==> src/dnm_ram.sv <==
`default_nettype none
// ----------------------------------------------------------------------------
// dnm_ram
// Generic simple dual-port RAM: one write port, one registered read port.
// ----------------------------------------------------------------------------
module dnm_ram #(
  parameter int WIDTH = 64,
  parameter int DEPTH = 16,
  parameter int AW    = (DEPTH > 1) ? $clog2(DEPTH) : 1
) (
  input  wire logic             clk,
  input  wire logic             we,
  input  wire logic [AW-1:0]    waddr,
  input  wire logic [WIDTH-1:0] wdata,
  input  wire logic [AW-1:0]    raddr,
  output logic      [WIDTH-1:0] rdata
);

  logic [WIDTH-1:0] mem [DEPTH];

  // write port
  always_ff @(posedge clk) begin
    if (we) begin
      mem[waddr] <= wdata;
    end
  end

  // registered read port
  always_ff @(posedge clk) begin
    rdata <= mem[raddr];
  end

endmodule
`default_nettype wire

==> config.mk <==
export PLATFORM = sky130hd
export DESIGN_NAME = dnm_ram
export DESIGN_NICKNAME = d
export VERILOG_FILES = /design/src/dnm_ram.sv
export SDC_FILE = /design/constraint.sdc
export NUM_CORES = 1
export LEC_CHECK = 0
export BUFFER_PORTS_ARGS = -buffer_cell sky130_fd_sc_hd__buf_2
export CAP_MARGIN = 20
export CORE_ASPECT_RATIO = 0.8
export CORE_MARGIN = 2
export CORE_UTILIZATION = 60
export DETAILED_ROUTE_END_ITERATION = 8
export PLACE_DENSITY_LB_ADDON = 0.05
export RECOVER_POWER = 25
export SLEW_MARGIN = 15
export SYNTH_ARGS = -nofsm -noshare
export SYNTH_HDL_FRONTEND = slang
export SYNTH_SLANG_ARGS = --single-unit
==> constraint.sdc <==
create_clock -name clk -period 7.8 [get_ports clk]
set_input_delay 1.56 -clock clk [delete_from_list [all_inputs] [get_ports clk]]
set_output_delay 1.56 -clock clk [all_outputs]
set_load 0.01 [all_outputs]
==> results.cfg <==
[routing]
dr.pass1.iters = 5
drt_iter0_drc = 1799
vias_per_cell = 6.39
postRouteAntennaNets = 0
num_vias = 17836
drc_errors = 0
wl_per_cell_um = 29.4
wl_um = 82000

[logic_synthesis]
syn_avg_cell_area_um2 = 24.0
yosys_warnings = 0
yosysTopAreaCellShare_pct = 77.7
synthTopCellsByArea = edfxtp_1 (78%), mux4_2 (15%), dfxtp_1 (3.2%)
synth_area_mm2 = 0.0396
synth-seq-cells = 1088
yosysSeqAreaShare_pct = 80.9
syn_inst = 1647
synth_cell_type_count = 18
syn_nets = 1721
synth_top_area_cell = edfxtp_1

[cells_and_area]
utilization_pct = 68.4
drive_gt1_share_pct = 29.6
nFillCells = 4115
most-common-layout-cells = edfxtp_1 (1024), mux4_2 (256), a22oi_1 (128)
nNetsFinal = 1916
syn_to_final_growth_pct = 13.1
mostFrequentLayoutCell = edfxtp_1

[setup_path]
cp.arrival_ns = 3.91
cp-endpoint = mem[2][45]
path_cells = buf_2, or3b_2, nor2_4, buf_4
worst_r2r_path_depth = 3
endpoint_kind = flop
critPathRequiredTime_ns = 8.07
slowest_delay_ns = 0.81
r2r_end = rdata[63]
crit_path_start_kind = input port
setup.worst_path.start = waddr[2]
r2r-start = mem[2][63]
crit_slowest_cell = nor2_4
reg2reg_setup_slack_ns = 6.44
path_max_fanout = 41
critPathKind = input port to flop

[sta]
fmax_mhz = 275
setup_tns_ns = 0
hold_viol_final = 0
rsz0062_at_grt = no
slew_headroom_pct = 27.4
slew_viol_final = 0
setup_viol = 0
post-route-period-util_pct = 46.6
fin_worst_skew_ns = 0.00892
tightest_slew_ns = 1.09
period_minus_slack_ns = 3.63

[global_route]
antenna_found_initial = 7
grt_pass1_vias = 18370
grt-ovfl-total = 0
grt_pass1_wl_um = 120000
grt_max_degree = 129
grt_usage_pct = 24.6

[placed_design]
port_buffers = 137
gp_congestion = 0.692
hpwl_um = 40200

[power_and_ir_drop]
cell_internal_pwr_uw = 9700
finalPower_uw = 12100
seqPwrFrac_pct = 54.2
clkPwrFrac_pct = 41.2
powerDensity_mw_per_mm2 = 271
combPwrFrac_pct = 4.5
cellLeakagePower_uw = 0.0143
switching_share_pct = 20.1
switchingPower_uw = 2440
ir_drop_uv = 183

[floorplanning]
dieWidth_um = 291
ios = 138
row_count = 84
die_y_um = 234
initial_core_util_pct = 60.5
die_area_mm2 = 0.0681
core_mm2 = 0.0655

[outcome]
status = complete, no violations

[clocking]
cts-buffers-inserted = 101
cts_tree = done
cts-root-buf = clkbuf_16
hold_buffers = 0
htree_num_levels = 3
postCtsSetupBuffers = 0
cts_resized = 0
clock_path_buffers = 3
clkTransAtPathRegs_ns = 0.06
clock_sinks = 1088
insertion_delay_ns = 0.65

[worst_hold_path]
hold_path_class = flop to flop

[run]
cap_violations = 0
-- synth_stat cells --
cell type and n:
nor3_1 4, nand2_1 65, buf_2 13, clkbuf_1 36, nand2b_1 2, dfxtp_1 64, edfxtp_1 1024, nor2_1 13
mux4_2 256, nand3b_1 2, nor2b_1 2, a22oi_1 128, buf_1 16, buf_6 13, nand3_1 1, buf_4 6
and2_1 1, or3b_2 1
-- worst min-delay path by stage --
stage	start	to	slack (ns)	cells past startpoint
after floorplan	mem[14][0]	rdata[0]	0.63	3
after global placement	mem[15][44]	rdata[44]	0.65	3
after detailed placement	mem[14][47]	rdata[47]	0.65	3
after CTS	mem[14][47]	rdata[47]	0.67	3
after global routing	mem[14][60]	rdata[60]	0.69	3
final	mem[12][48]	rdata[48]	0.66	3
-- flip-flops by register name, summed over array words and instances (netlist names) --
name,flops
rdata,64
mem,1024
-- power groups by stage --
| stage | combinational [µW] | clock [µW] | sequential (µW) |
|---|---|---|---|
| after global placement | 553 | 0 | 6700 |
| after global routing | 598 | 5320 | 6590 |
| after floorplan | 311 | 0 | 6710 |
| after detailed placement | 564 | 0 | 6700 |
| after CTS | 565 | 5100 | 6580 |
| final | 552 | 5010 | 6580 |
-- kinds of logic after synthesis --
group | Yosys count | synth area share, %
DFF | 1088 | 80.9
and+or+nand+nor | 91 | 0.942
muxes | 256 | 14.6
AOI/OAI and AO/OA | 128 | 2.43
buffers and inverters | 84 | 1.14
-- stage by stage --
stage	hold slack [ns]	setup WS, ns	cells	cell area (µm²)
finish	0.664	4.17	2793	44800
global route	0.691	3.97	2792	44800
CTS	0.668	4.18	2791	44800
detailed placement	0.653	3.48	2599	41400
global placement	0.648	3.51	2598	41400
floorplan	0.635	0.811	1647	39600
-- critical path: cells and delay by family --
kind	cells	cell delay, ns
buffers and inverters	2	0.88
and+or+nand+nor	2	1.40
-- per-layer routing --
layer	vias to the layer above	track usage [%]	part of all wire [%]
met5	-	0	0.084
met3	113	4.16	7.2
li1	7457	-	-
met1	9583	37.1	43
met4	10	5.86	1.7
met2	673	38.7	48
-- cell type report --
class	instances	area [µm²]	area share, %
antenna	2	5.00	0.0112
clock buffer	135	2850	6.36
clock inverter	57	597	1.33
multi-input combinational	475	7230	16.2
sequential	1088	32000	71.5
tap	860	1080	2.40
timing repair buffer	176	985	2.20
Note: power is estimated with default switching activity, not from simulation.
