**src/dnm_pkg.sv**
```systemverilog
`default_nettype none
// ----------------------------------------------------------------------------
// dnm_pkg
// Shared types and constants of the descriptor nearest-match block.
// ----------------------------------------------------------------------------
package dnm_pkg;

  // descriptor element and chunk geometry
  localparam int ELEM_W          = 8;
  localparam int ELEMS_PER_CHUNK = 8;
  localparam int WORD_W          = ELEM_W * ELEMS_PER_CHUNK;

  // squared element difference
  localparam int SQ_W   = 16;
  localparam int SQ_MAX = 65025;

  // distance and configuration widths
  localparam int                DIST_W       = 23;
  localparam logic [DIST_W-1:0] DIST_MAX     = 23'h7FFFFF;
  localparam int                COUNT_W      = 9;
  localparam logic [DIST_W-1:0] THRESH_RESET = 23'd8323201;
  localparam int                CFG_INDEX_W  = 1;
  localparam int                CFG_DATA_W   = 23;

  // configuration register indexes
  localparam logic [CFG_INDEX_W-1:0] CFG_DICT_COUNT   = 1'b0;
  localparam logic [CFG_INDEX_W-1:0] CFG_MATCH_THRESH = 1'b1;

  // transaction modes
  localparam logic MODE_LOAD  = 1'b0;
  localparam logic MODE_QUERY = 1'b1;

  // sequencer states
  typedef enum logic [1:0] {
    S_IDLE,
    S_SCAN,
    S_FLUSH
  } dnm_state_t;

  // control tag that travels with each beat through the datapath
  typedef struct packed {
    logic valid;  // beat carries real element data
    logic first;  // first beat of an entry, restarts the accumulator
    logic last;   // last beat of an entry, distance is complete
    logic clear;  // first beat of a query, resets the best-so-far
    logic done;   // final beat of a query, result goes out
  } dnm_beat_t;

endpackage
`default_nettype wire

```
**src/dnm_lane.sv**
```systemverilog
`default_nettype none
// ----------------------------------------------------------------------------
// dnm_lane
// One distance lane: picks its element of the query and dictionary words for
// the current step and registers the squared difference.
// ----------------------------------------------------------------------------
module dnm_lane #(
  parameter int LANES  = 8,
  parameter int LANE   = 0,
  parameter int STEPS  = (8 + LANES - 1) / LANES,
  parameter int STEP_W = (STEPS > 1) ? $clog2(STEPS) : 1
) (
  input  wire logic                          clk,
  input  wire logic [STEP_W-1:0]             step,
  input  wire logic [dnm_pkg::WORD_W-1:0]    q_word,
  input  wire logic [dnm_pkg::WORD_W-1:0]    d_word,
  output logic      [dnm_pkg::SQ_W-1:0]      sq
);
  import dnm_pkg::*;

  logic [ELEM_W-1:0] a;
  logic [ELEM_W-1:0] b;
  logic              use_elem;
  logic [ELEM_W:0]   diff;
  logic [ELEM_W:0]   neg;
  logic [ELEM_W-1:0] mag;

  // element select for this lane and step
  always_comb begin
    a        = '0;
    b        = '0;
    use_elem = 1'b0;
    for (int s = 0; s < STEPS; s++) begin
      if (STEP_W'(s) == step && (s * LANES + LANE) < ELEMS_PER_CHUNK) begin
        a        = q_word[(s * LANES + LANE) * ELEM_W +: ELEM_W];
        b        = d_word[(s * LANES + LANE) * ELEM_W +: ELEM_W];
        use_elem = 1'b1;
      end
    end
  end

  // absolute difference
  assign diff = {1'b0, a} - {1'b0, b};
  assign neg  = ~diff + 1'b1;
  assign mag  = diff[ELEM_W] ? neg[ELEM_W-1:0] : diff[ELEM_W-1:0];

  // registered square, zero for a lane with no element in this step
  always_ff @(posedge clk) begin
    sq <= use_elem ? SQ_W'(mag) * SQ_W'(mag) : '0;
  end

endmodule
`default_nettype wire

```
**config.mk**
```make
export PLATFORM = sky130hd
export DESIGN_NAME = dnm_lane
export DESIGN_NICKNAME = d
export VERILOG_FILES = /design/src/dnm_pkg.sv /design/src/dnm_lane.sv
export SDC_FILE = /design/constraint.sdc
export NUM_CORES = 1
export LEC_CHECK = 0
export ABC_AREA = 1
export CELL_PAD_IN_SITES_DETAIL_PLACEMENT = 1
export CELL_PAD_IN_SITES_GLOBAL_PLACEMENT = 1
export CORE_ASPECT_RATIO = 0.5
export CORE_MARGIN = 8
export CORE_UTILIZATION = 45
export CTS_BUF_LIST = sky130_fd_sc_hd__clkbuf_8
export DETAILED_ROUTE_END_ITERATION = 8
export DONT_BUFFER_PORTS = 1
export PLACE_DENSITY_LB_ADDON = 0.1
export SETUP_SLACK_MARGIN = 0.15
export SLEW_MARGIN = 5
export SYNTH_ARGS = -nofsm -noshare
export SYNTH_HDL_FRONTEND = slang
export SYNTH_SLANG_ARGS = --single-unit
export TNS_END_PERCENT = 50
```
**constraint.sdc**
```tcl
create_clock -name clk -period 11.6 [get_ports clk]
set_input_delay 3.48 -clock clk [delete_from_list [all_inputs] [get_ports clk]]
set_output_delay 3.48 -clock clk [all_outputs]
set_load 0.02 [all_outputs]
```
==> flow_summary.yaml, run 1 <==
clocking:
  cts_setup_buffers: 0
  hold_buffers: 0
  cts_tree: "built"
  clkTransAtPathRegs_ns: 0.07
  root_buffer: "clkbuf_8"
  htreeDepth: 1
  clock_sinks: 15
  cts_buffers: 3
  clockBufferDepth: 2
  ctsResizeCount: 0
routing:
  drc_errors: 0
  dr.pass1.iters: 4
  finalWirelength_um: 6280
  routedWlPerCell_um: 14.0
  vias_per_cell: 5.06
  vias: 2263
  drt_iter0_drc: 46
  ant_nets: 0
finish:
  largest_reg_flops: 15
  ff_latch_area_sq_um: 300
  instances_no_fill: 447
  area_delta_synth_final_pct: 4.18
  final_cell_mix: "inv_1 (71), nand2_1 (58), nor2_1 (44)"
  reg_top3: "sq: 15 flops"
  postLayoutCoreUtil: 0.473
  final_common_cell: "inv_1"
  drive_gt1_frac: 0.100
  nets: 564
  n_antenna_cell: 0
  regMostFlops: "sq"
  fillers: 785
  multi_input_area_sq_um: 2060
status:
  outcome: "complete, no violations"
synthesis:
  yosysTopAreaCell: "fa_1"
  yosysWarnings: 0
  synth_top_cell_area_share: 0.193
  synth_sequential_area_ratio: 0.112
  synth_edf_count: 0
  synth_seq_cells: 15
  yosysUniqueCellTypes: 38
  netlist_instances: 371
  synthTopCellsByArea: "fa_1 (19%), ha_1 (17%), dfxtp_1 (11%), inv_1 (9.9%), nand2_1 (8.1%)"
  synth_area_sq_um: 2690
  synthArstFlopShare: 0
  synth_area_per_cell_sq_um: 7.25
  ys.flop_type: "dfxtp_1"
  synth_nets: 564
floorplanning:
  dieWidth_um: 125
  start_util: 0.454
  die_area_sq_um: 8860
  die_y_um: 70.7
  io_pins: 146
  coreArea_sq_um: 5930
  fp-row-count: 20
worst_setup_path:
  critPathMaxFanout: 19
  start_kind: "input port"
  crit_buf_inv: 6
  crit_slowest_cell: "fa_1"
  cp.required_ns: 11.73
  slowest_delay_ns: 0.56
  end_kind: "flop"
  crit_top_cell: "fa_1"
  worstPathArrival_ns: 9.65
  critPathTopFamily: "adder cells"
  critPathKind: "input port to flop"
timing:
  setup_violations: 0
  hold_viol_final: 0
  rsz0062_at_grt: "no"
  slew_violations: 0
  min_period_ns: 9.52
  min_period_over_period: 0.821
  max_freq_mhz: 105
  slew_headroom: 0.599
  timing.hold.ws_ns: 3.29
  worst_pin_slew_ns: 0.599
  setup_tns_ns: 0
job:
  drv_cap: 0
grt:
  grt_usage: 0.147
  antenna_found_initial: 0
  grt_pass1_vias: 2504
  grt-ovfl-total: 0
  grt_max_degree: 20
  grt_pass1_wl_um: 11000
min_path:
  min_path_type: "input port to flop"
place:
  gp_congestion: 0.865
  placed_cells: 443
  hpwl_um: 5420
  io_buffer_count: 0
## final cells by class
| cell class | count | area share |
|---|---|---|
| multi-input cells | 270 | 0.734 |
| inverters | 81 | 0.108 |
| flip-flops and latches | 15 | 0.107 |
| well taps | 77 | 0.0344 |
| clock buffers | 3 | 0.0147 |
| clock inverters | 1 | 0.00178 |
## metal layers
metal,GRT usage,wire (um),up-vias
li1,-,-,1153
met1,0.174,3020,1073
met2,0.277,3040,32
met3,0.0262,176,5
met4,0.0201,37,0
met5,0,0,-
## through the flow
| step | setup WS, ns | area [sq um] |
|---|---|---|
| final | 2.08 | 2800 |
| after global routing | 1.56 | 2800 |
| after CTS | 2.01 | 2800 |
| after detailed placement | 1.77 | 2760 |
| after global placement | 1.93 | 2760 |
| after floorplan | 2.56 | 2690 |
## cell usage after synthesis (3+ instances only)
master    count
nand3_1      18
nor2_1       44
o21ai_2       4
fa_1         26
dfxtp_1      15
nand2_2       4
nand2_4       3
inv_2         9
a21oi_1      22
nand2_1      58
o21bai_1      4
inv_1        71
o21a_1        4
nor3_1        3
nor2_4        3
ha_1         37
clkbuf_1      3
o21ai_0      13
nand3b_1      3
## worst paths after layout
path	start	to	slack, ns	depth (start not counted)
worst min-delay path	step	sq[4]	3.29	1
worst max-delay path	step	sq[13]	2.08	25
## cell families (layout without fill, tap and decap cells)
family          Yosys count  in the layout  synth area share
compound gates           54             54             0.121
xor+xnor                  6              6            0.0251
fa+ha+maj                63             63             0.365
buf+inv                  86             85             0.124
flops                    15             15             0.112
mux                       1              1           0.00372
other cells               1              1           0.00139
simple gates            145            145             0.247
Power of run 1 is left out: the tool's default activity adds up to more than one toggle a clock period on the data nets, which glitch-free logic cannot reach.
==> run 2, diff against run 1 <==
--- a/config.mk
+++ b/config.mk
@@ -10,7 +10,7 @@
 export CELL_PAD_IN_SITES_GLOBAL_PLACEMENT = 1
 export CORE_ASPECT_RATIO = 0.5
 export CORE_MARGIN = 8
-export CORE_UTILIZATION = 45
+export CORE_UTILIZATION = 41
 export CTS_BUF_LIST = sky130_fd_sc_hd__clkbuf_8
 export DETAILED_ROUTE_END_ITERATION = 8
 export DONT_BUFFER_PORTS = 1
==> constraint.sdc (replaced) <==
create_clock -name clk -period 8.3 [get_ports clk]
set_input_delay 2.49 -clock clk [delete_from_list [all_inputs] [get_ports clk]]
set_output_delay 2.49 -clock clk [all_outputs]
set_load 0.02 [all_outputs]
==> run 2 against run 1 <==
Effect of this change:
- flip-flop and latch count is the same
- setup slack lost 1.6 ns
- non-clock buffer count grew 21
- utilization shrank 0.83 points
- highest routed layer unchanged
==> flow_summary.yaml, run 2 (same netlist as run 1, synthesis figures left out) <==
timing:
  min_period_over_period: 0.943
  rsz0062_at_grt: "no"
  hold_viol_final: 0
  slew_headroom: 0.565
  worst_pin_slew_ns: 0.645
  max_freq_mhz: 128
  setup_violations: 0
  setup_tns_ns: 0
  slew_violations: 0
  min_period_ns: 7.83
grt:
  grt_pass1_wl_um: 12000
  grt_usage: 0.159
  grt_use_met2: 0.230
  grt-ovfl-total: 0
  grt_max_degree: 14
  antenna_found_initial: 0
  grt_pass1_vias: 2519
  grt_use_met1: 0.241
  grt_use_met3: 0.0196
  busiest_layer: "met1"
clocking:
  hold_buffers: 0
  cts_buffers: 3
  clock_sinks: 15
  root_buffer: "clkbuf_8"
  htreeDepth: 1
  clockBufferDepth: 2
  cts_tree: "built"
  clkTransAtPathRegs_ns: 0.07
routing:
  drt_iter0_drc: 41
  routedWlPerCell_um: 14.5
  dr.pass1.iters: 4
  vias: 2381
  ant_nets: 0
  finalWirelength_um: 7000
  vias_per_cell: 4.93
  drc_errors: 0
worst_setup_path:
  critPathKind: "input port to flop"
  start_kind: "input port"
  slowest_delay_ns: 0.54
  crit_slowest_cell: "fa_1"
  critPathMaxFanout: 13
  crit_buf_inv: 8
  crit_top_cell: "inv_1"
  end_kind: "flop"
  cp.required_ns: 8.43
  worstPathArrival_ns: 7.96
  critPathTopFamily: "adder cells"
finish:
  drive_gt1_frac: 0.174
  final_cell_mix: "inv_1 (71), nand2_1 (58), nor2_1 (39)"
  multi_input_area_sq_um: 2090
  nets: 585
  final_common_cell: "inv_1"
  design_area_sq_um: 3030
  n_antenna_cell: 0
  largest_reg_flops: 15
  reg_top3: "sq: 15 flops"
  regMostFlops: "sq"
  ff_latch_area_sq_um: 300
  fillers: 867
  area_delta_synth_final_pct: 12.5
floorplanning:
  die_area_sq_um: 9570
  die_y_um: 73.3
  coreArea_sq_um: 6520
  start_util: 0.413
  dieWidth_um: 131
  fp-row-count: 21
  io_pins: 146
place:
  placed_area_sq_um: 2940
  io_buffer_count: 0
  hpwl_um: 6230
  gp_congestion: 0.801
status:
  outcome: "complete, no violations"
job:
  drv_cap: 0
min_path:
  min_path_type: "input port to flop"
run 2: changes by cell type in the layout (fill, tap and decap cells not counted), sizes merged:
| cell | delta |
|---|---|
| buf | +21 |
run 2: routing by layer:
| layer | vias to the layer above | part of all wire | wire length (um) |
|---|---|---|---|
| met5 | - | 0 | 0 |
| li1 | 1201 | - | - |
| met3 | 4 | 0.029 | 200 |
| met4 | 0 | 0.0084 | 59 |
| met2 | 28 | 0.38 | 2640 |
| met1 | 1148 | 0.59 | 4100 |
run 2: final timing paths:
kind              startpoint  endpoint  cells after the start
hold / removal          step     sq[4]                      1
setup / recovery        step    sq[13]                     29
run 2: stage by stage:
| stage | utilization | std cells | hold slack (ns) | setup WS [ns] |
|---|---|---|---|---|
| final | 0.464 | 483 | 2.29 | 0.469 |
| after detailed placement | 0.451 | 478 | 2.57 | 0.00785 |
| after floorplan | - | 371 | 2.64 | 0.250 |
| after global routing | 0.464 | 483 | 2.28 | 0.150 |
| after CTS | 0.458 | 482 | 2.29 | 0.272 |
| after global placement | 0.451 | 478 | 2.57 | 0.152 |
run 2: layout make-up:
type                    instances  area share
clock buffers                   3      0.0136
clock inverters                 1     0.00165
inverters                      81       0.100
multi-input cells             270       0.691
flip-flops and latches         15      0.0992
well taps                      92      0.0380
repair buffers                 21      0.0562
run 2: what timing repair did:
item	in CTS	in global routing
resized for setup	0	15
buffers inserted	0	1
hold endpoints to repair	0	0
setup endpoints to repair	0	6
Power of run 2 is left out for the same reason.
