[src/dnm_pkg.sv]
`default_nettype none
// ----------------------------------------------------------------------------
// dnm_pkg
// Shared types and constants of the descriptor nearest-match block.
// ----------------------------------------------------------------------------
package dnm_pkg;

  // descriptor element and chunk geometry
  localparam int ELEM_W          = 8;
  localparam int ELEMS_PER_CHUNK = 8;
  localparam int WORD_W          = ELEM_W * ELEMS_PER_CHUNK;

  // squared element difference
  localparam int SQ_W   = 16;
  localparam int SQ_MAX = 65025;

  // distance and configuration widths
  localparam int                DIST_W       = 23;
  localparam logic [DIST_W-1:0] DIST_MAX     = 23'h7FFFFF;
  localparam int                COUNT_W      = 9;
  localparam logic [DIST_W-1:0] THRESH_RESET = 23'd8323201;
  localparam int                CFG_INDEX_W  = 1;
  localparam int                CFG_DATA_W   = 23;

  // configuration register indexes
  localparam logic [CFG_INDEX_W-1:0] CFG_DICT_COUNT   = 1'b0;
  localparam logic [CFG_INDEX_W-1:0] CFG_MATCH_THRESH = 1'b1;

  // transaction modes
  localparam logic MODE_LOAD  = 1'b0;
  localparam logic MODE_QUERY = 1'b1;

  // sequencer states
  typedef enum logic [1:0] {
    S_IDLE,
    S_SCAN,
    S_FLUSH
  } dnm_state_t;

  // control tag that travels with each beat through the datapath
  typedef struct packed {
    logic valid;  // beat carries real element data
    logic first;  // first beat of an entry, restarts the accumulator
    logic last;   // last beat of an entry, distance is complete
    logic clear;  // first beat of a query, resets the best-so-far
    logic done;   // final beat of a query, result goes out
  } dnm_beat_t;

endpackage
`default_nettype wire

[src/dnm_merge.sv]
`default_nettype none
// ----------------------------------------------------------------------------
// dnm_merge
// Merging stage: sums the lane squares, accumulates each entry's distance,
// keeps the first strictly smallest distance and issues the query result.
// ----------------------------------------------------------------------------
module dnm_merge #(
  parameter int LANES             = 8,
  parameter int DESCRIPTOR_LENGTH = 128,
  parameter int IDX_W             = 8
) (
  input  wire logic                                 clk,
  input  wire logic                                 rst,
  input  wire dnm_pkg::dnm_beat_t                   beat_in,
  input  wire logic [LANES-1:0][dnm_pkg::SQ_W-1:0]  sq,
  input  wire logic [dnm_pkg::DIST_W-1:0]           match_threshold,
  output logic                                      done,
  output logic                                      matched,
  output logic      [7:0]                           best_index,
  output logic      [dnm_pkg::DIST_W-1:0]           best_distance
);
  import dnm_pkg::*;

  localparam int SUM_W = $clog2(LANES * SQ_MAX + 1);
  localparam int ACC_W = $clog2(DESCRIPTOR_LENGTH * SQ_MAX + 1);

  dnm_beat_t         beat_s2;
  dnm_beat_t         beat_s3;
  dnm_beat_t         beat_s4;
  logic [SUM_W-1:0]  sum_comb;
  logic [SUM_W-1:0]  sum_s3;
  logic [ACC_W-1:0]  acc;
  logic [ACC_W-1:0]  acc_next;

  logic              have_any;
  logic [DIST_W-1:0] best_dist;
  logic [IDX_W-1:0]  best_idx;
  logic [IDX_W-1:0]  entry_cnt;

  logic              base_have;
  logic [DIST_W-1:0] base_dist;
  logic [IDX_W-1:0]  base_idx;
  logic [IDX_W-1:0]  base_cnt;
  logic [ACC_W+DIST_W-1:0] acc_wide;
  logic [DIST_W-1:0] dist_sat;
  logic              entry_end;
  logic              upd;
  logic              have_next;
  logic [DIST_W-1:0] dist_next;
  logic [IDX_W-1:0]  idx_next;
  logic [IDX_W+7:0]  idx_wide;

  // control tags follow the data
  always_ff @(posedge clk) begin
    if (rst) begin
      beat_s2 <= '0;
      beat_s3 <= '0;
      beat_s4 <= '0;
    end else begin
      beat_s2 <= beat_in;
      beat_s3 <= beat_s2;
      beat_s4 <= beat_s3;
    end
  end

  // lane sum
  always_comb begin
    sum_comb = '0;
    for (int l = 0; l < LANES; l++) begin
      sum_comb = sum_comb + SUM_W'(sq[l]);
    end
  end

  always_ff @(posedge clk) begin
    sum_s3 <= sum_comb;
  end

  // per-entry accumulator
  always_comb begin
    acc_next = acc;
    if (beat_s3.valid) begin
      acc_next = beat_s3.first ? ACC_W'(sum_s3) : acc + ACC_W'(sum_s3);
    end
  end

  always_ff @(posedge clk) begin
    acc <= acc_next;
  end

  // best-so-far compare, a new query starts from the empty answer
  always_comb begin
    base_have = beat_s4.clear ? 1'b0     : have_any;
    base_dist = beat_s4.clear ? DIST_MAX : best_dist;
    base_idx  = beat_s4.clear ? '0       : best_idx;
    base_cnt  = beat_s4.clear ? '0       : entry_cnt;
    acc_wide  = {{DIST_W{1'b0}}, acc};
    dist_sat  = (acc_wide > (ACC_W + DIST_W)'(DIST_MAX)) ? DIST_MAX : acc_wide[DIST_W-1:0];
    entry_end = beat_s4.valid && beat_s4.last;
    upd       = entry_end && (!base_have || dist_sat < base_dist);
    have_next = base_have | entry_end;
    dist_next = upd ? dist_sat : base_dist;
    idx_next  = upd ? base_cnt : base_idx;
    idx_wide  = {8'b0, idx_next};
  end

  always_ff @(posedge clk) begin
    if (rst) begin
      have_any  <= 1'b0;
      best_dist <= DIST_MAX;
      best_idx  <= '0;
      entry_cnt <= '0;
    end else begin
      have_any  <= have_next;
      best_dist <= dist_next;
      best_idx  <= idx_next;
      entry_cnt <= base_cnt + IDX_W'(entry_end);
    end
  end

  // result strobe
  always_ff @(posedge clk) begin
    if (rst) begin
      done <= 1'b0;
    end else begin
      done <= beat_s4.done;
    end
  end

  // result payload
  always_ff @(posedge clk) begin
    if (beat_s4.done) begin
      matched       <= have_next && (dist_next < match_threshold);
      best_index    <= idx_wide[7:0];
      best_distance <= dist_next;
    end
  end

endmodule
`default_nettype wire

[config.mk]
export PLATFORM = sky130hd
export DESIGN_NAME = dnm_merge
export DESIGN_NICKNAME = d
export VERILOG_FILES = /design/src/dnm_pkg.sv /design/src/dnm_merge.sv
export SDC_FILE = /design/constraint.sdc
export NUM_CORES = 1
export LEC_CHECK = 0
export ABC_AREA = 1
export BUFFER_PORTS_ARGS = -buffer_cell sky130_fd_sc_hd__clkbuf_2
export CAP_MARGIN = 10
export CORE_MARGIN = 2
export CORE_UTILIZATION = 57
export DETAILED_ROUTE_END_ITERATION = 16
export PLACE_DENSITY = 0.8
export REMOVE_ABC_BUFFERS = 1
export SLEW_MARGIN = 20
export SYNTH_ARGS = -nofsm -noshare
export SYNTH_HDL_FRONTEND = slang
export SYNTH_SLANG_ARGS = --single-unit
[constraint.sdc]
create_clock -name clk -period 8.4 [get_ports clk]
set_input_delay 0.84 -clock clk [delete_from_list [all_inputs] [get_ports clk]]
set_output_delay 0.84 -clock clk [all_outputs]
set_load 0.01 [all_outputs]
==> summary.md, run 1 <==
| Metric | Value |
|---|---|
| Outcome | complete, no violations |
| Unrepaired setup endpoints after global routing | false |
| WL met1 | 7787 um |
| Total number of vias | 7,288 |
| Leading cell type in the layout, fill and taps excluded | clkbuf_2 |
| Count of distinct cell types in the synthesized netlist | 42 |
| Clock Latency Late Sink | 420 ps |
| GRT Residual Overflow | 0 |
| Most frequent cells in the layout | clkbuf_2 (190), inv_1 (187), nand2_1 (175) |
| CP max-delay cell | fa_1 |
| Number of buffers created by CTS | 17 |
| Highest signal layer in the routed design | met4 |
| Worst setup timing slack at the placement stage | 3276 ps |
| Utilization of the core after routing | 0.6977 |
| Met3 Routed Length | 737 um |
| Worst vdd rail ir drop | 0.0002168 V |
| Mean area per synthesized cell | 9.091 um^2 |
| Cell Area, Synth | 9364 um^2 |
| Pin count of the biggest net entering global routing | 56 |
| Clock sink total | 129 |
| Kind of critical path | input port to register |
| NumNets Final | 1,561 |
| First-pass DRT Iterations | 5 |
| Period utilization | 0.5591 |
| Total met2 wirelength after detailed routing | 9768 um |
| Logic depth of the worst setup path including buffers | 17 |
| Number of buffer and inverter instances along the worst setup path | 3 |
| Slew Viols, Final | 0 |
| Global-route wire length before repair | 32,200 um |
| DRC violation total after the first TritonRoute iteration | 432 |
| Register bit count reported by yosys | 129 |
| Highest attainable clock frequency | 212.9 MHz |
| Hold Path Class | register to register |
| Cells on worst reg2reg path | 16 |
| Most Frequent Cell on Critical Path | fa_1 |
| Final-layout setup total negative slack | 0 ps |
| GR Util All Layers | 0.2240 |
| Effective utilization at floorplan | 0.5873 |
| CTS tree | yes |
| Post-DR vias/cell | 5.019 |
| Std cell rows | 46 |
| Port Buf Inserts | 190 |
| PostCTS Resize Cnt | 0 |
| Measured slew at the worst slew-check pin | 1049 ps |
| Hold Crit Depth | 2 |
| Endpoint arrival time on the critical path | 5000 ps |
| Critical Path Source Type | input port |
| Clock transition at the register clock pins on the worst setup and hold paths after CTS | 60 ps |
| Share of layout cells above drive strength 1 | 0.2168 |
| Sequential share of the synthesized area | 0.3346 |
| H-Tree Level Count | 4 |
| Post-detail-place hpwl | 14,770 um |
| Post-detailed-route DRC marker count | 0 |
| # diodes | 0 |
| Final weighted congestion in routability-driven placement | 0.8793 |
| Total number of yosys warnings | 0 |
| Number of global-route vias before repair | 7,595 |
| Master cell of the clock root buffer | clkbuf_16 |
| PwrDens | 299.4 nW/um^2 |
| FFs w/ async S/R, synth | 0 |
| Routed WL | 18,640 um |
| Slew Limit Headroom | 0.3010 |
| Leakage power | 5.467 nW |
| Clk_skew | 7.504 ps |
| Horizontal die dimension | 132.2 um |
| Hold buffer count at cts | 0 |
| Number of failing setup endpoints in the final timing report | 0 |
| Gate family responsible for the most delay along the worst path | adder cells |
| Area of the die | 17,470 um^2 |
| Clock tree buffer depth | 2 |
| Standard cell core area | 15,940 um^2 |
| Routed length per instance | 12.84 um |
| Die Height | 132.2 um |
| Buffers inserted by post-CTS timing repair | 0 |
| I/O Pins | 191 |
| Required time of the worst setup path | 8700 ps |
| Endpoint kind of the worst setup timing path | register |
| Worst hold margin | 399.8 ps |
| Initial antenna violation count | 0 |
| Ordered cell list for the critical path | clkbuf_2 -> fa_1 -> fa_1 -> fa_1 -> fa_1 -> ha_1 -> inv_1 -> fa_1 -> o21ai_0 -> inv_1 -> nor2_1 -> nor2_1 -> o21ai_2 -> a21oi_1 -> o21bai_1 -> a21oi_1 -> xnor2_1 |
| Max_cap viols | 0 |
| Final Critical Period | 4696 ps |
| Worst-path fanout max | 3 |
| Remaining antenna violation count after routing | 0 |
| Critical Path Max Stage Delay | 550 ps |
| Final WS setup | 3704 ps |
| Mapped Cells | 1,030 |
| Dominant synthesized flop cell | dfxtp_1 |
| Syn-to-layout area delta | 18.79% |
| Number of enable flip-flop cells after synthesis | 55 |
| Final Hold Fails | 0 |
[layout make-up]
type                       instances  area [um^2]
inverter                         190        713.2
clock inverter                    15        182.7
sequential                       129         3134
tap                              216        270.3
multi-input combinational        692         5424
clock buffer                      17        425.4
timing repair buffer             193        973.4
fill                            1257         4820
[synthesized netlist by cell type (all sizes together) (5+ instances only)]
cell / count / area [um^2]
o21bai: 5 / 37.54
buf: 6 / 45.04
a21oi: 60 / 300.3
clkbuf: 13 / 48.80
or2: 35 / 219.0
nand2: 181 / 694.4
nand3: 33 / 165.2
nor2: 95 / 356.6
dfxtp: 74 / 1481
o21ai: 51 / 281.5
fa: 96 / 1922
inv: 188 / 705.7
ha: 84 / 1051
xor2: 10 / 87.58
edfxtp: 55 / 1652
[worst reg2reg max path, cell delays in order, from the launching register on]
cell	delay [ps]
dfxtp_1	300
buf_4	330
nor2_1	150
ha_1	310
a21oi_1	150
o21ai_0	110
a21oi_1	200
nand3_1	120
nand2_1	130
nand2_2	180
inv_2	700
o21ai_1	290
ha_1	400
nand4_1	130
nor3_1	280
nor4b_1	290
a21oi_1	100
[through the flow]
stage / area [um^2] / instances / power (mW)
floorplan: 9270 / 1011 / 2.198
global placement: 10510 / 1420 / 2.523
detailed placement: 10510 / 1420 / 2.579
CTS: 11120 / 1452 / 3.349
global route: 11120 / 1452 / 3.650
finish: 11120 / 1452 / 3.330
[report_power, final]
part           internal [mW]  switching [mW]  total [mW]
Sequential             0.776          0.0541       0.830
Clock                  0.470           0.286       0.756
Combinational          0.742            1.00        1.74
Total                   1.99            1.34        3.33
[cell families after synthesis]
| group | after synthesis | share of synthesized area |
|---|---|---|
| fa+ha+maj | 180 | 0.3175 |
| buf+inv | 209 | 0.08618 |
| compound gates | 141 | 0.08672 |
| xor+xnor | 14 | 0.01309 |
| flops | 129 | 0.3346 |
| simple gates | 357 | 0.1619 |
[flip-flops by register name, summed over array words and instances, names as in the netlist, 8 cells and up]
signal and count:
best_dist 23, best_idx 8, best_index 8, sum_s3 19, entry_cnt 8, acc 23
best_distance 23
[path summary, 6_finish.rpt]
check	slack [ps]	end	from
worst max-delay path	3700	sum_s3[14]$_DFF_P_	sq[2]
worst min register to register	400	beat_s3[4]$_SDFF_PP0_	beat_s2[4]$_SDFF_PP0_
worst min-delay path	400	beat_s3[4]$_SDFF_PP0_	beat_s2[4]$_SDFF_PP0_
worst max register to register	3980	matched$_DFFE_PP_	beat_s4[1]$_SDFF_PP0_
[per-layer routing]
| metal | global-route usage | vias to the layer above |
|---|---|---|
| met5 | 0 | - |
| met4 | 0.07646 | 0 |
| met3 | 0.04229 | 36 |
| met2 | 0.4123 | 156 |
| met1 | 0.2617 | 3429 |
| li1 | - | 3667 |
Note: power is estimated with default switching activity, not from simulation.
==> run 2, diff against run 1 <==
--- a/config.mk
+++ b/config.mk
@@ -5,7 +5,7 @@
 export SDC_FILE = /design/constraint.sdc
 export NUM_CORES = 1
 export LEC_CHECK = 0
-export ABC_AREA = 1
+export ABC_AREA = 0
 export BUFFER_PORTS_ARGS = -buffer_cell sky130_fd_sc_hd__clkbuf_2
 export CAP_MARGIN = 10
 export CORE_MARGIN = 2
==> constraint.sdc (replaced) <==
create_clock -name clk -period 4.35 [get_ports clk]
set_input_delay 0.435 -clock clk [delete_from_list [all_inputs] [get_ports clk]]
set_output_delay 0.435 -clock clk [all_outputs]
set_load 0.01 [all_outputs]
==> run 2 against run 1 <==
Net effect:
- sequential power is 94% higher
- global-route usage is 1.3 points higher
- via count is 9.7% higher
- worst setup slack worse by 3500 ps
- synthesized cell count is 2.2% lower
- final cell count is 3.7% higher
- register-to-register slack worse by 3800 ps
- cell area is 13% higher
- clock-buffer cell count is 5 higher
- highest routed layer unchanged
==> summary.md, run 2 <==
| Metric | Value |
|---|---|
| Outcome | complete, no violations |
| Port Buf Inserts | 190 (unchanged) |
| Post-DR vias/cell | 5.314 (+5.9%) |
| Final Total Pwr | 7.135 mW (+110%) |
| Critical Path Source Type | register |
| Final Hold Fails | 0 (unchanged) |
| Mapped Cells | 1,007 (-2.2%) |
| CP max-delay cell | or4_4 |
| # diodes | 0 (unchanged) |
| Fraction of power consumed by sequential logic | 0.225 (-0.024) |
| Hold Path Class | input port to register |
| Most frequent cells in the layout | clkbuf_2 (190), inv_1 (147), fa_1 (96) |
| Clk_skew | 12.26 ps (+4.757 ps) |
| Remaining antenna violation count after routing | 0 (unchanged) |
| Clock transition at the register clock pins on the worst setup and hold paths after CTS | 60 ps (about the same) |
| Post-detailed-route DRC marker count | 0 (unchanged) |
| Standard cell core area | 17,780 um^2 (+12%) |
| Reg-to-Reg Start | beat_s4[1]$_SDFF_PP0_ |
| Setup slack of the most critical reg-to-reg path | 180 ps (-3800 ps) |
| Register bit count reported by yosys | 129 (unchanged) |
| Mean area per synthesized cell | 10.18 um^2 (+12%) |
| Critical path startpoint | beat_s4[1]$_SDFF_PP0_ |
| Area share of the largest cell type after synthesis | 0.1875 (-0.01776) |
| Clock tree buffer depth | 2 (unchanged) |
| Worst-path fanout max | 14 (+11) |
| First-pass DRT Iterations | 4 (-1) |
| Part of the total power dissipated in the clock network | 0.197 (-0.030) |
| Highest attainable clock frequency | 239.7 MHz |
| Die Height | 138.1 um (+4.5%) |
| Endpoint arrival time on the critical path | 4360 ps (-640 ps) |
| DRC violation total after the first TritonRoute iteration | 410 (-5.1%) |
| Routed WL | 22,030 um (+18%) |
| Simple-Gate Fraction of Synth Area | 0.1377 (-0.02427) |
| Number of global-route vias before repair | 8,325 (+9.6%) |
| Routed length per instance | 14.64 um (+14%) |
| Syn-to-layout area delta | 22.71% |
| Leakage power | 6.337 nW (+16%) |
| Clock sink total | 129 (unchanged) |
| I/O Pins | 191 (unchanged) |
| Total number of yosys warnings | 0 (unchanged) |
| Combinational family with the most area after synthesis | adder cells |
| Most common cell in the netlist | inv_1 |
| Endpoint kind of the worst setup timing path | register |
| Fraction of synthesized cell area in xor and xnor cells | 0.01623 (+0.003139) |
| H-Tree Level Count | 4 (unchanged) |
| Final Critical Period | 4171 ps |
| Cell Area, Synth | 10,250 um^2 (+9.5%) |
| Number of failing setup endpoints in the final timing report | 0 (unchanged) |
| Sequential share of the synthesized area | 0.3056 (-0.02895) |
| Count of distinct cell types in the synthesized netlist | 66 (+57%) |
| Leading cell type in the layout, fill and taps excluded | clkbuf_2 |
| Startpoint of the lowest-slack hold path | beat_in[4] |
| Period utilization | 0.9589 |
| Ordered cell list for the critical path | buf_12 -> or2_2 -> inv_1 -> ha_1 -> a21o_1 -> a211o_1 -> o211ai_2 -> a21oi_4 -> buf_12 -> mux2_4 -> ha_1 -> nand3_2 -> or4_4 -> o32a_1 -> nand3_1 -> nor3_1 |
| Area of the die | 19,070 um^2 (+9.2%) |
| Number of buffers created by CTS | 17 (unchanged) |
| Share of cell area taken by muxes after synthesis | 0.07836 (+0.07836) |
| Initial antenna violation count | 0 (unchanged) |
| Slew Limit Headroom | 0.3123 (+0.01129) |
| Pin count of the biggest net entering global routing | 68 (+21%) |
| Area contributors post-synth | fa_1 (19%), edfxtp_1 (16%), dfxtp_1 (14%) |
| Logic pwr share | 0.578 (+0.054) |
| NumNets Final | 1,601 (+2.6%) |
| Dominant synthesized flop cell | dfxtp_1 |
| Master cell of the clock root buffer | clkbuf_16 |
| Std cell rows | 49 (+6.5%) |
| Share of layout cells above drive strength 1 | 0.2821 (+0.06530) |
| GRT Residual Overflow | 0 (unchanged) |
| Utilization of the core after routing | 0.7075 (+0.009837) |
| Horizontal die dimension | 138.1 um (+4.5%) |
| GR Util All Layers | 0.2368 (+0.01280) |
| Post-detail-place hpwl | 17,420 um (+18%) |
| Global-route wire length before repair | 37,260 um (+16%) |
| Net switching power figure | 2.844 mW (+110%) |
| Slew Viols, Final | 0 (unchanged) |
| Measured slew at the worst slew-check pin | 1028 ps (-20.73 ps) |
| Hold buffer count at cts | 0 (unchanged) |
| Clock Latency Late Sink | 430 ps (about the same) |
| PwrDens | 567.2 nW/um^2 (+89%) |
| Worst vdd rail ir drop | 0.0003674 V (+69%) |
| CTS tree | yes |
| Kind of critical path | register to register |
| Critical Path Max Stage Delay | 530 ps (-20 ps) |
| Switching share of power | 0.3986 (-0.004429) |
| Number of enable flip-flop cells after synthesis | 55 (unchanged) |
| FFs w/ async S/R, synth | 0 (unchanged) |
| Share of the synthesized area in compound gates (AO/OA/AOI/OAI) | 0.1036 (+0.01691) |
| Largest regs | acc x23, best_dist x23, best_distance x23 |
| Worst hold margin | 216.3 ps (-183.5 ps) |
| Adder-Cell Fraction of Synth Area | 0.2900 (-0.02747) |
| Library cell with the largest summed area after synthesis | fa_1 |
| Total number of vias | 7,997 (+9.7%) |
| Internal power | 4.291 mW (+120%) |
| Leading cell types by count after synthesis | inv_1 (147), fa_1 (96), ha_1 (84), nor2_1 (83), dfxtp_1 (74) |
| Final weighted congestion in routability-driven placement | 0.8748 (-0.51%) |
| Required time of the worst setup path | 4540 ps (-4160 ps) |
| Effective utilization at floorplan | 0.5766 (-0.01078) |
| Max_cap viols | 0 (unchanged) |
run 2: cell type report:
class | count | area (um^2)
Multi-Input combinational cell | 706 | 6445
Fill cell | 1280 | 5200
Sequential cell | 129 | 3138
Timing Repair Buffer | 261 | 1567
Inverter | 148 | 555.5
Clock buffer | 22 | 485.5
Tap cell | 229 | 286.5
Clock inverter | 10 | 102.6
run 2: power groups by stage:
stage | registers (mW) | clock network, mW | logic [mW]
global route | 1.62 | 1.47 | 4.71
finish | 1.61 | 1.40 | 4.12
detailed placement | 1.63 | 0 | 4.08
floorplan | 1.61 | 0 | 3.06
global placement | 1.62 | 0 | 3.95
CTS | 1.60 | 1.42 | 4.12
run 2: kinds of logic (layout without fill, tap and decap cells):
kind of cell               after synthesis  after routing
AOI/OAI and AO/OA                      160            160
xor gates and xnor gates                19             19
adders and majority gates              180            180
buffers and inverters                  172            441
DFF                                    129            129
muxes                                   68             68
and+or+nand+nor                        279            279
run 2: stage by stage:
| step | TNS [ps] | instances | setup slack (ps) | cell area, um^2 |
|---|---|---|---|---|
| 2_1_floorplan | -52850 | 983 | -2276 | 10100 |
| 3_3_place_gp | -499.1 | 1471 | -151.3 | 11920 |
| 3_5_place_dp | -819.2 | 1471 | -212.1 | 11920 |
| 4_1_cts | 0 | 1503 | 98.43 | 12510 |
| 5_1_grt | -45.85 | 1505 | -45.85 | 12580 |
| 6_report | 0 | 1505 | 178.6 | 12580 |
run 2: final timing paths:
path,to,cells past startpoint
hold / removal,beat_s2[4]$_SDFF_PP0_,2
setup / recovery,matched$_DFFE_PP_,16
setup reg to reg,matched$_DFFE_PP_,16
hold reg to reg,beat_s4[0]$_SDFF_PP0_,1
run 2: metal layers:
layer | up-vias | routed length, um | part of all wire | global-route usage
li1 | 3935 | - | - | -
met1 | 3779 | 9249 | 0.42 | 0.2831
met2 | 240 | 11250 | 0.51 | 0.4302
met3 | 43 | 1064 | 0.048 | 0.04641
met4 | 0 | 461 | 0.021 | 0.07573
met5 | - | 0 | 0 | 0
run 2: critical path, delay by kind of cell, from the launching register on:
kind / cells / cell delay [ps]
adders and majority gates: 2 / 550
DFF: 1 / 390
muxes: 1 / 290
AOI/OAI and AO/OA: 5 / 1240
buffers and inverters: 3 / 360
and+or+nand+nor: 5 / 1100
run 2: timing repair:
item                       in CTS  in global routing
gates resized for setup         1                 12
setup buffers                   0                  1
setup endpoints to repair       1                  1
cloned                          0                  1
pin swaps                       0                  4
==> run 3, diff against run 2 <==
--- a/config.mk
+++ b/config.mk
@@ -8,8 +8,10 @@
 export ABC_AREA = 0
 export BUFFER_PORTS_ARGS = -buffer_cell sky130_fd_sc_hd__clkbuf_2
 export CAP_MARGIN = 10
+export CELL_PAD_IN_SITES_DETAIL_PLACEMENT = 1
+export CELL_PAD_IN_SITES_GLOBAL_PLACEMENT = 2
 export CORE_MARGIN = 2
-export CORE_UTILIZATION = 57
+export CORE_UTILIZATION = 36
 export DETAILED_ROUTE_END_ITERATION = 16
 export PLACE_DENSITY = 0.8
 export REMOVE_ABC_BUFFERS = 1
==> run 3 against run 2 <==
Net effect:
- register-to-register slack about the same
- critical path depth increased by 2
- die area increased by 56%
- critical path type unchanged
- largest cell class unchanged
- largest power group unchanged
==> summary.md, run 3 (synthesized netlist as in run 2, its figures left out) <==
| Metric | Value |
|---|---|
| Routed WL | 25,040 um (+14%) |
| GR Util All Layers | 0.1711 (-0.06568) |
| Final weighted congestion in routability-driven placement | 0.7920 (-9.5%) |
| Leading cell type in the layout, fill and taps excluded | clkbuf_2 |
| Horizontal die dimension | 172.7 um (+25%) |
| First-pass DRT Iterations | 4 (unchanged) |
| Number of failing setup endpoints in the final timing report | 0 (unchanged) |
| Kind of critical path | register to register |
| Master cell of the clock root buffer | clkbuf_16 |
| Final Instance Area | 12,880 um^2 (+2.4%) |
| Effective utilization at floorplan | 0.3670 (-0.2096) |
| Reg-to-Reg Start | beat_s4[1]$_SDFF_PP0_ |
| Cells on worst reg2reg path | 18 (+2) |
| Critical Path Max Stage Delay | 540 ps (about the same) |
| DRC violation total after the first TritonRoute iteration | 315 (-23%) |
| Startpoint of the lowest-slack hold path | beat_in[2] |
| Total number of vias | 8,059 (+0.78%) |
| Worst hold margin | 221.7 ps (+5.407 ps) |
| Port Buf Inserts | 190 (unchanged) |
| Most frequent cells in the layout | clkbuf_2 (190), inv_1 (147), fa_1 (95) |
| Standard cell core area | 27,930 um^2 (+57%) |
| Ordered cell list for the critical path | buf_12 -> or2_2 -> inv_1 -> ha_1 -> and3_4 -> a221o_1 -> o211ai_2 -> and3_4 -> a21oi_4 -> buf_12 -> mux2_4 -> ha_1 -> nand3_1 -> or4_4 -> nor4_1 -> o21ai_0 -> nand3_1 -> nor3_1 |
| Clock tree buffer depth | 2 (unchanged) |
| DP Area | 12,180 um^2 (+2.2%) |
| GRT Residual Overflow | 0 (unchanged) |
| Slew Limit Headroom | 0.2841 (-0.02819) |
| # diodes | 0 (unchanged) |
| Critical path startpoint | beat_s4[1]$_SDFF_PP0_ |
| CP max-delay cell | or4_4 |
| Post-detail-place hpwl | 20,390 um (+17%) |
| PwrDens | 577.4 nW/um^2 (+1.8%) |
| Remaining antenna violation count after routing | 0 (unchanged) |
| Max_cap viols | 0 (unchanged) |
| Number of buffers created by CTS | 17 (unchanged) |
| Hold buffer count at cts | 0 (unchanged) |
| Clock sink total | 129 (unchanged) |
| Share of layout cells above drive strength 1 | 0.2946 (+0.01244) |
| Clk_skew | 12.77 ps (+0.5136 ps) |
| Routed length per instance | 15.01 um (+2.6%) |
| Final Total Pwr | 7.440 mW (+4.3%) |
| Post-detailed-route DRC marker count | 0 (unchanged) |
| Worst-path fanout max | 18 (+4) |
| Hold Crit Depth | 2 (unchanged) |
| Endpoint arrival time on the critical path | 4350 ps (about the same) |
| Syn-to-layout area delta | 25.69% |
| Final Hold Fails | 0 (unchanged) |
| Pin count of the biggest net entering global routing | 68 (unchanged) |
| Number of global-route vias before repair | 8,727 (+4.8%) |
| Worst vdd rail ir drop | 0.0002940 V (-20%) |
| Outcome | complete, no violations |
| Largest regs | acc x23, best_dist x23, best_distance x23 |
| Leakage power | 6.390 nW (+0.84%) |
| Highest attainable clock frequency | 239.3 MHz (-0.17%) |
| Hold Path Class | input port to register |
| NumNets Final | 1,615 (+0.87%) |
| CTS tree | yes |
| Die Height | 172.7 um (+25%) |
| Final Critical Period | 4179 ps (+7.244 ps) |
| H-Tree Level Count | 4 (unchanged) |
| Unrepaired setup endpoints after global routing | false |
| Period utilization | 0.9606 (+0.001665) |
| Critical Path Source Type | register |
| Area of the die | 29,840 um^2 (+56%) |
| Slew Viols, Final | 0 (unchanged) |
| Global-route wire length before repair | 42,260 um (+13%) |
| I/O Pins | 191 (unchanged) |
| Measured slew at the worst slew-check pin | 1070 ps (+42.12 ps) |
| Std cell rows | 61 (+24%) |
| Post-DR vias/cell | 4.832 (-9.1%) |
| Clock transition at the register clock pins on the worst setup and hold paths after CTS | 60 ps (about the same) |
| Endpoint kind of the worst setup timing path | register |
| Required time of the worst setup path | 4530 ps (about the same) |
| Clock Latency Late Sink | 430 ps (about the same) |
| Initial antenna violation count | 0 (unchanged) |
==> run 3: cell count changes in the layout (fill, tap and decap cells not counted), sizes merged <==
cell,before,now
bufinv,1,2
clkbuf,213,208
clkinv,6,3
buf,70,84
inv,149,156
==> run 3: routing by layer <==
layer,up-vias,wire (um),GRT usage
met5,-,0,0
met1,3907,11390,0.2133
met3,19,990,0.03100
met4,0,261,0.03743
met2,186,12400,0.3086
li1,3947,-,-
==> run 3: worst paths after layout <==
| check | endpoint | slack, ps |
|---|---|---|
| min reg2reg | beat_s4[0]$_SDFF_PP0_ | 440 |
| max | matched$_DFFE_PP_ | 170 |
| min | beat_s2[2]$_SDFF_PP0_ | 220 |
| max reg2reg | matched$_DFFE_PP_ | 170 |
==> run 3: critical path: cells and delay by family, from the launching register on <==
family                   cells  cell delay [ps]
AND/OR/NAND/NOR              8             1650
AO/OA/AOI/OAI                4              650
adder cells (fa/ha/maj)      2              540
buffers and inverters        3              390
flip-flops                   1              380
multiplexers                 1              300
==> run 3: per-stage QoR <==
stage / std cells / utilization / setup slack, ps / TNS (ps)
after global placement: 1633 / 0.4359 / -217.5 / -1196
after detailed placement: 1633 / 0.4359 / -286.3 / -1401
after CTS: 1665 / 0.4572 / 37.26 / 0
after global routing: 1668 / 0.4613 / 22.19 / 0
after floorplan: 983 / - / -2276 / -52850
final: 1668 / 0.4613 / 171.4 / 0
==> run 3: power by group <==
group | switching, mW | internal (mW)
clock | 0.601 | 0.861
combinational | 2.33 | 2.05
sequential | 0.0951 | 1.51
==> run 3: repair_timing <==
action,4_1_cts,5_1_grt
pin swaps,0,9
cloned,0,1
setup endpoints to repair,1,5
setup buffers,0,2
gates resized for setup,1,15
==> run 3: area by class of cell <==
class                      count  area, um^2
clock buffer                  17       425.4
clock inverter                15       168.9
fill                        3217       15050
inverter                     148       555.5
multi-input combinational    706        6490
sequential                   129        3137
tap                          378       473.0
timing repair buffer         275        1635
